--- config.mk ---
export PLATFORM = sky130hd
export DESIGN_NAME = pcpf_emit
export DESIGN_NICKNAME = d
export VERILOG_FILES = /design/src/sv/pcpf_pkg.sv /design/src/sv/pcpf_emit.sv
export SDC_FILE = /design/constraint.sdc
export NUM_CORES = 1
export LEC_CHECK = 0
export BUFFER_PORTS_ARGS = -buffer_cell sky130_fd_sc_hd__buf_2
export CAP_MARGIN = 20
export CORE_ASPECT_RATIO = 0.9
export CORE_MARGIN = 2
export CORE_UTILIZATION = 45
export CTS_CLUSTER_SIZE = 25
export DETAILED_ROUTE_END_ITERATION = 6
export PLACE_DENSITY = 0.66
export REMOVE_ABC_BUFFERS = 1
export SYNTH_ARGS = -nofsm -noshare
export SYNTH_HDL_FRONTEND = slang
export SYNTH_SLANG_ARGS = --single-unit
export TNS_END_PERCENT = 10
--- constraint.sdc ---
create_clock -name clk -period 20.4 [get_ports clk]
set_input_delay 1.02 -clock clk [delete_from_list [all_inputs] [get_ports clk]]
set_output_delay 1.02 -clock clk [all_outputs]
set_load 0.02 [all_outputs]
--- src/sv/pcpf_pkg.sv ---
`default_nettype none
// ----------------------------------------------------------------------------
// pcpf_pkg
// shared widths, register map and pair record type for the periodic cutoff
// pair filter
// ----------------------------------------------------------------------------
package pcpf_pkg;

    localparam int IDX_W      = 10;
    localparam int POS_W      = 24;
    localparam int BOX_W      = 23;
    localparam int CUT_W      = 25;
    localparam int DIFF_W     = POS_W + 1;
    localparam int SEP_W      = DIFF_W + 1;
    localparam int SQ_W       = 2 * SEP_W - 2;
    localparam int SUM_W      = SQ_W + 2;
    localparam int CUT2_W     = 2 * CUT_W;
    localparam int NUM_OFF    = 3;
    localparam int NUM_IMAGES = NUM_OFF * NUM_OFF * NUM_OFF;

    localparam int ADDR_W     = 4;
    localparam int DATA_W     = 32;

    localparam int MAX_PARTICLES_DEF = 1024;

    // register indexes, byte address is four times the index
    localparam logic [1:0] REG_BOX_X  = 2'd0;
    localparam logic [1:0] REG_BOX_Y  = 2'd1;
    localparam logic [1:0] REG_BOX_Z  = 2'd2;
    localparam logic [1:0] REG_CUTOFF = 2'd3;

    typedef logic [NUM_OFF-1:0][SEP_W-1:0] sep_set_t;

    // one pair after the cutoff test, image k = 9*ix + 3*iy + iz
    typedef struct packed {
        logic [NUM_IMAGES-1:0] mask;
        sep_set_t              sx;
        sep_set_t              sy;
        sep_set_t              sz;
        logic [IDX_W-1:0]      first;
        logic [IDX_W-1:0]      second;
    } pcpf_pair_t;

endpackage
`default_nettype wire

--- src/sv/pcpf_emit.sv ---
`default_nettype none
// ----------------------------------------------------------------------------
// pcpf_emit
// holds one tested pair and sends its hits out one per transaction, in image
// order, through a registered output
// ----------------------------------------------------------------------------
module pcpf_emit (
    input  wire logic                               clk,
    input  wire logic                               rst_n,
    input  wire logic                               pair_valid,
    input  wire pcpf_pkg::pcpf_pair_t               pair,
    output logic                                    pair_take,
    output logic                                    out_valid,
    input  wire logic                               out_stall,
    output logic signed [pcpf_pkg::SEP_W-1:0]       sep_x,
    output logic signed [pcpf_pkg::SEP_W-1:0]       sep_y,
    output logic signed [pcpf_pkg::SEP_W-1:0]       sep_z,
    output logic [pcpf_pkg::IDX_W-1:0]              out_first,
    output logic [pcpf_pkg::IDX_W-1:0]              out_second,
    output logic                                    last
);
    import pcpf_pkg::*;

    pcpf_pair_t            rec_reg;
    logic [NUM_IMAGES-1:0] rem_reg;
    logic [NUM_IMAGES-1:0] rem_next;
    logic [NUM_IMAGES-1:0] pick;
    logic                  busy;
    logic                  load_out;
    logic                  last_pick;
    logic [SEP_W-1:0]      sel_x;
    logic [SEP_W-1:0]      sel_y;
    logic [SEP_W-1:0]      sel_z;
    logic                  out_valid_reg;
    logic                  out_valid_next;
    logic [SEP_W-1:0]      sep_x_reg;
    logic [SEP_W-1:0]      sep_y_reg;
    logic [SEP_W-1:0]      sep_z_reg;
    logic [IDX_W-1:0]      first_reg;
    logic [IDX_W-1:0]      second_reg;
    logic                  last_reg;

    assign busy      = |rem_reg;
    assign load_out  = busy && (!out_valid_reg || !out_stall);
    // lowest pending image
    assign pick      = rem_reg & (~rem_reg + NUM_IMAGES'(1));
    assign last_pick = ((rem_reg & ~pick) == '0);
    assign pair_take = !busy || (load_out && last_pick);

    always_comb
    begin
        sel_x = '0;
        sel_y = '0;
        sel_z = '0;
        for (int a = 0; a < NUM_OFF; a++)
        begin
            for (int b = 0; b < NUM_OFF; b++)
            begin
                for (int c = 0; c < NUM_OFF; c++)
                begin
                    sel_x = sel_x | ({SEP_W{pick[a*9 + b*3 + c]}} & rec_reg.sx[a]);
                    sel_y = sel_y | ({SEP_W{pick[a*9 + b*3 + c]}} & rec_reg.sy[b]);
                    sel_z = sel_z | ({SEP_W{pick[a*9 + b*3 + c]}} & rec_reg.sz[c]);
                end
            end
        end
    end

    always_comb
    begin
        rem_next = rem_reg;
        if (load_out)
        begin
            rem_next = rem_reg & ~pick;
        end
        // a pair with no hit loads an empty mask and is gone
        if (pair_take && pair_valid)
        begin
            rem_next = pair.mask;
        end
    end

    always_comb
    begin
        out_valid_next = out_valid_reg;
        if (load_out)
        begin
            out_valid_next = 1'b1;
        end
        else if (!out_stall)
        begin
            out_valid_next = 1'b0;
        end
    end

    always_ff @(posedge clk or negedge rst_n)
    begin
        if (!rst_n)
        begin
            rem_reg       <= '0;
            out_valid_reg <= 1'b0;
        end
        else
        begin
            rem_reg       <= rem_next;
            out_valid_reg <= out_valid_next;
        end
    end

    always_ff @(posedge clk)
    begin
        if (pair_take && pair_valid)
        begin
            rec_reg <= pair;
        end
        if (load_out)
        begin
            sep_x_reg  <= sel_x;
            sep_y_reg  <= sel_y;
            sep_z_reg  <= sel_z;
            first_reg  <= rec_reg.first;
            second_reg <= rec_reg.second;
            last_reg   <= last_pick;
        end
    end

    assign out_valid  = out_valid_reg;
    assign sep_x      = $signed(sep_x_reg);
    assign sep_y      = $signed(sep_y_reg);
    assign sep_z      = $signed(sep_z_reg);
    assign out_first  = first_reg;
    assign out_second = second_reg;
    assign last       = last_reg;

endmodule
`default_nettype wire

==> impl_metrics.toml <==
[outcome]
status = "completed"

[sta]
clock.fmax_ghz = 0.177
fin_crit_sh = 0.277
rsz0062_at_grt = "false"
tightest_slew_ns = 0.749
setup_violations = 0
hold_slack_ns = 0.422
clock_skew_ns = 0.0101
hold_violations = 0
period_needed_ns = 5.65
fin_setup_tns_ns = 0
max-slew-margin-rel = 0.500
slew_violations = 0

[global_route]
grt_pass1_wl_um = 49500
antenna_found_initial = 16
grt_max_degree = 89
use_met2 = 0.318
grt.total_usage = 0.200
grt_pass1_vias = 8595
busiest_layer = "met2"
use_met3 = 0.0798
gr-total-overflow = 0
met1_usage = 0.255

[clocking]
cts_resized = 0
postCtsSetupRepairBufs = 0
clk_pin_slew_worst_paths_ns = 0.06
cts_tree = "done"
hold_buffers = 0
clock_latency_ns = 0.52
cts-root-buf = "clkbuf_16"
numCtsBuffers = 39
htree_num_levels = 2
cts_buffer_depth = 3
clock-sinks = 381

[yosys]
synth.mux.area_fraction = 0.00220
synth_fa_ha_area_frac = 0
ys_async_sr_fraction = 0.0735
synth_top_area_frac = 0.747
avgSynthCellArea_um2 = 17.6
synth_xor_area_frac = 0
synth_common_cells = "353 x edfxtp_1, 79 x a221o_1, 54 x o21a_1, 39 x nand2_1, 30 x o21ai_0"
ys.flop_type = "edfxtp_1"
ys_ff_latch = 381
syn_area_um2 = 14200
yosys-top-cells-area = "edfxtp_1 75%, a221o_1 5.6%, dfrtp_1 4.9%"
yosysUniqueCellTypes = 57
synth_cells = 807
synth_edf_count = 353
yosysMostFrequentCell = "edfxtp_1"
synth-simple-area-share = 0.0588
yosysSeqAreaShare = 0.797
yosysWarningCount = 0
synth_compound_area_frac = 0.124
synth_top_cell_by_area = "edfxtp_1"
synth_top_family_by_area = "compound AO/OA/AOI/OAI gates"

[routing]
drc = 0
wl_per_cell_um = 20.5
wl_um = 33800
ant_nets = 0
dr_total_vias = 8814
drt-initial-drc-count = 543
vias_per_cell = 5.35
first_pass_iters = 4

[floorplan]
coreArea_um2 = 31000
row_count = 61
die_width_um = 191
dieArea_um2 = 33000
ioPinCount = 386
initial_utilization = 0.458
die_y_um = 172

[cells_and_area]
drive_gt1_frac = 0.387
largest_reg_flops = 254
instances_no_fill = 1649
nFillCells = 2520
area_delta_synth_final_pct = 25.1
final_core_util = 0.573
final_nets = 1491

[flow_run]
timing.max_cap.violations = 0

[placed_design]
portBuffers = 385
hpwlAfterDp_um = 22800
place_congestion = 0.868
dpl.cell_count = 1573

[worst_hold_path]
hold_end = "out_second[2]$_DFFE_PP_"
hp-class = "reg2reg"
hold_start = "rec_reg[2]$_DFFE_PP_"
min_delay_path_depth = 0

[critical_path]
cp.required_ns = 20.55
setup.worst_path.class = "reg2reg"
crit_fanout = 61
cpLargestDelayFamily = "simple AND/OR/NAND/NOR gates"
start_kind = "flip-flop"
rr_endpoint = "rec_reg[16]$_DFFE_PP_"
cp_slowest_stage_delay_ns = 0.77
path_cells = "nor4_2, nand4_1, a2111oi_2, nor3b_1, nor4_4, a21oi_2, buf_4, and2b_4, buf_4, buf_4"
rr_startpoint = "rem_reg[6]$_DFFE_PN0P_"
cpMaxStageDelayCell = "and2b_4"
worstPathArrival_ns = 5.80
worstRegToRegCells = 10
cp-end-kind = "flip-flop"
cp_common_cell = "buf_4"
worst-path-buf-inv = 3
ff2ff_setup_slack_ns = 14.75

[power]
total_power_uw = 3680
cellPowerDensity_nw_per_um2 = 207
leakagePower_uw = 0.00678
irDropWorstVdd_mv = 0.133
[logic make-up (layout without fill, tap and decap cells)]
group	after synthesis	count (layout)
other cells	0	8
flops	381	381
compound gates	223	223
simple gates	147	147
mux	3	3
buf+inv	53	478
[power breakdown]
part           leakage, uW  switching, uW  internal [uW]
registers          0.00366           91.7           1270
logic              0.00256           1020            640
clock network     0.000567            276            378
[metrics by stage]
stage / worst slack (ns) / cell area (um2)
after CTS: 14.77 / 17700
after global routing: 14.25 / 17700
final: 14.75 / 17700
after detailed placement: 14.76 / 16500
after floorplan: 11.74 / 14000
after global placement: 14.82 / 16500
[routing by layer]
metal | wire (um) | up-vias
li1 | - | 4096
met1 | 13300 | 4261
met2 | 15900 | 371
met3 | 3670 | 70
met4 | 729 | 16
met5 | 108 | -
[cell usage in the layout (no fill, tap or decap), types with 4 or more instances in the layout]
cell,n
clkbuf_1,11
o21ai_1,17
nor2_1,21
nand2_1,39
clkinv_1,5
a21oi_1,6
nor3_1,4
buf_4,16
a221o_1,79
edfxtp_1,353
inv_1,9
dfrtp_1,28
or2_2,5
o21a_1,54
diode_2,8
o31ai_1,11
and2_1,29
clkinv_2,6
o21ai_0,30
a211oi_1,4
nor4_1,6
buf_2,385
nand4_1,14
clkbuf_16,39
nand3_1,5
[area by class of cell]
cell class	instances	area [um2]	share of cell area
sequential	381	11300	0.637
multi-input combinational	373	2640	0.149
timing repair buffer	402	2070	0.117
clock buffer	50	1020	0.0573
tap	409	512	0.0288
clock inverter	17	143	0.00804
inverter	9	33.8	0.00190
antenna	8	20.0	0.00113
[worst max-delay path by stage]
stage | slack [ns] | from | cells past startpoint | to
finish | 14.75 | rem_reg[6]$_DFFE_PN0P_ | 10 | rec_reg[16]$_DFFE_PP_
CTS | 14.77 | rem_reg[0]$_DFFE_PN0P_ | 10 | rec_reg[238]$_DFFE_PP_
global placement | 14.82 | rem_reg[0]$_DFFE_PN0P_ | 10 | rec_reg[14]$_DFFE_PP_
global route | 14.25 | rem_reg[6]$_DFFE_PN0P_ | 10 | rec_reg[170]$_DFFE_PP_
floorplan | 11.74 | rem_reg[4]$_DFFE_PN0P_ | 7 | rec_reg[0]$_DFFE_PP_
detailed placement | 14.76 | rem_reg[0]$_DFFE_PN0P_ | 10 | rec_reg[185]$_DFFE_PP_
[worst reg2reg max path, delay by kind of cell (launching register included)]
kind                   cells  cell delay, ns
buffers and inverters      3            1.72
DFF                        1            0.48
and+or+nand+nor            5            2.52
AOI/OAI and AO/OA          2            0.54
Power figures use the tool's default switching activity.
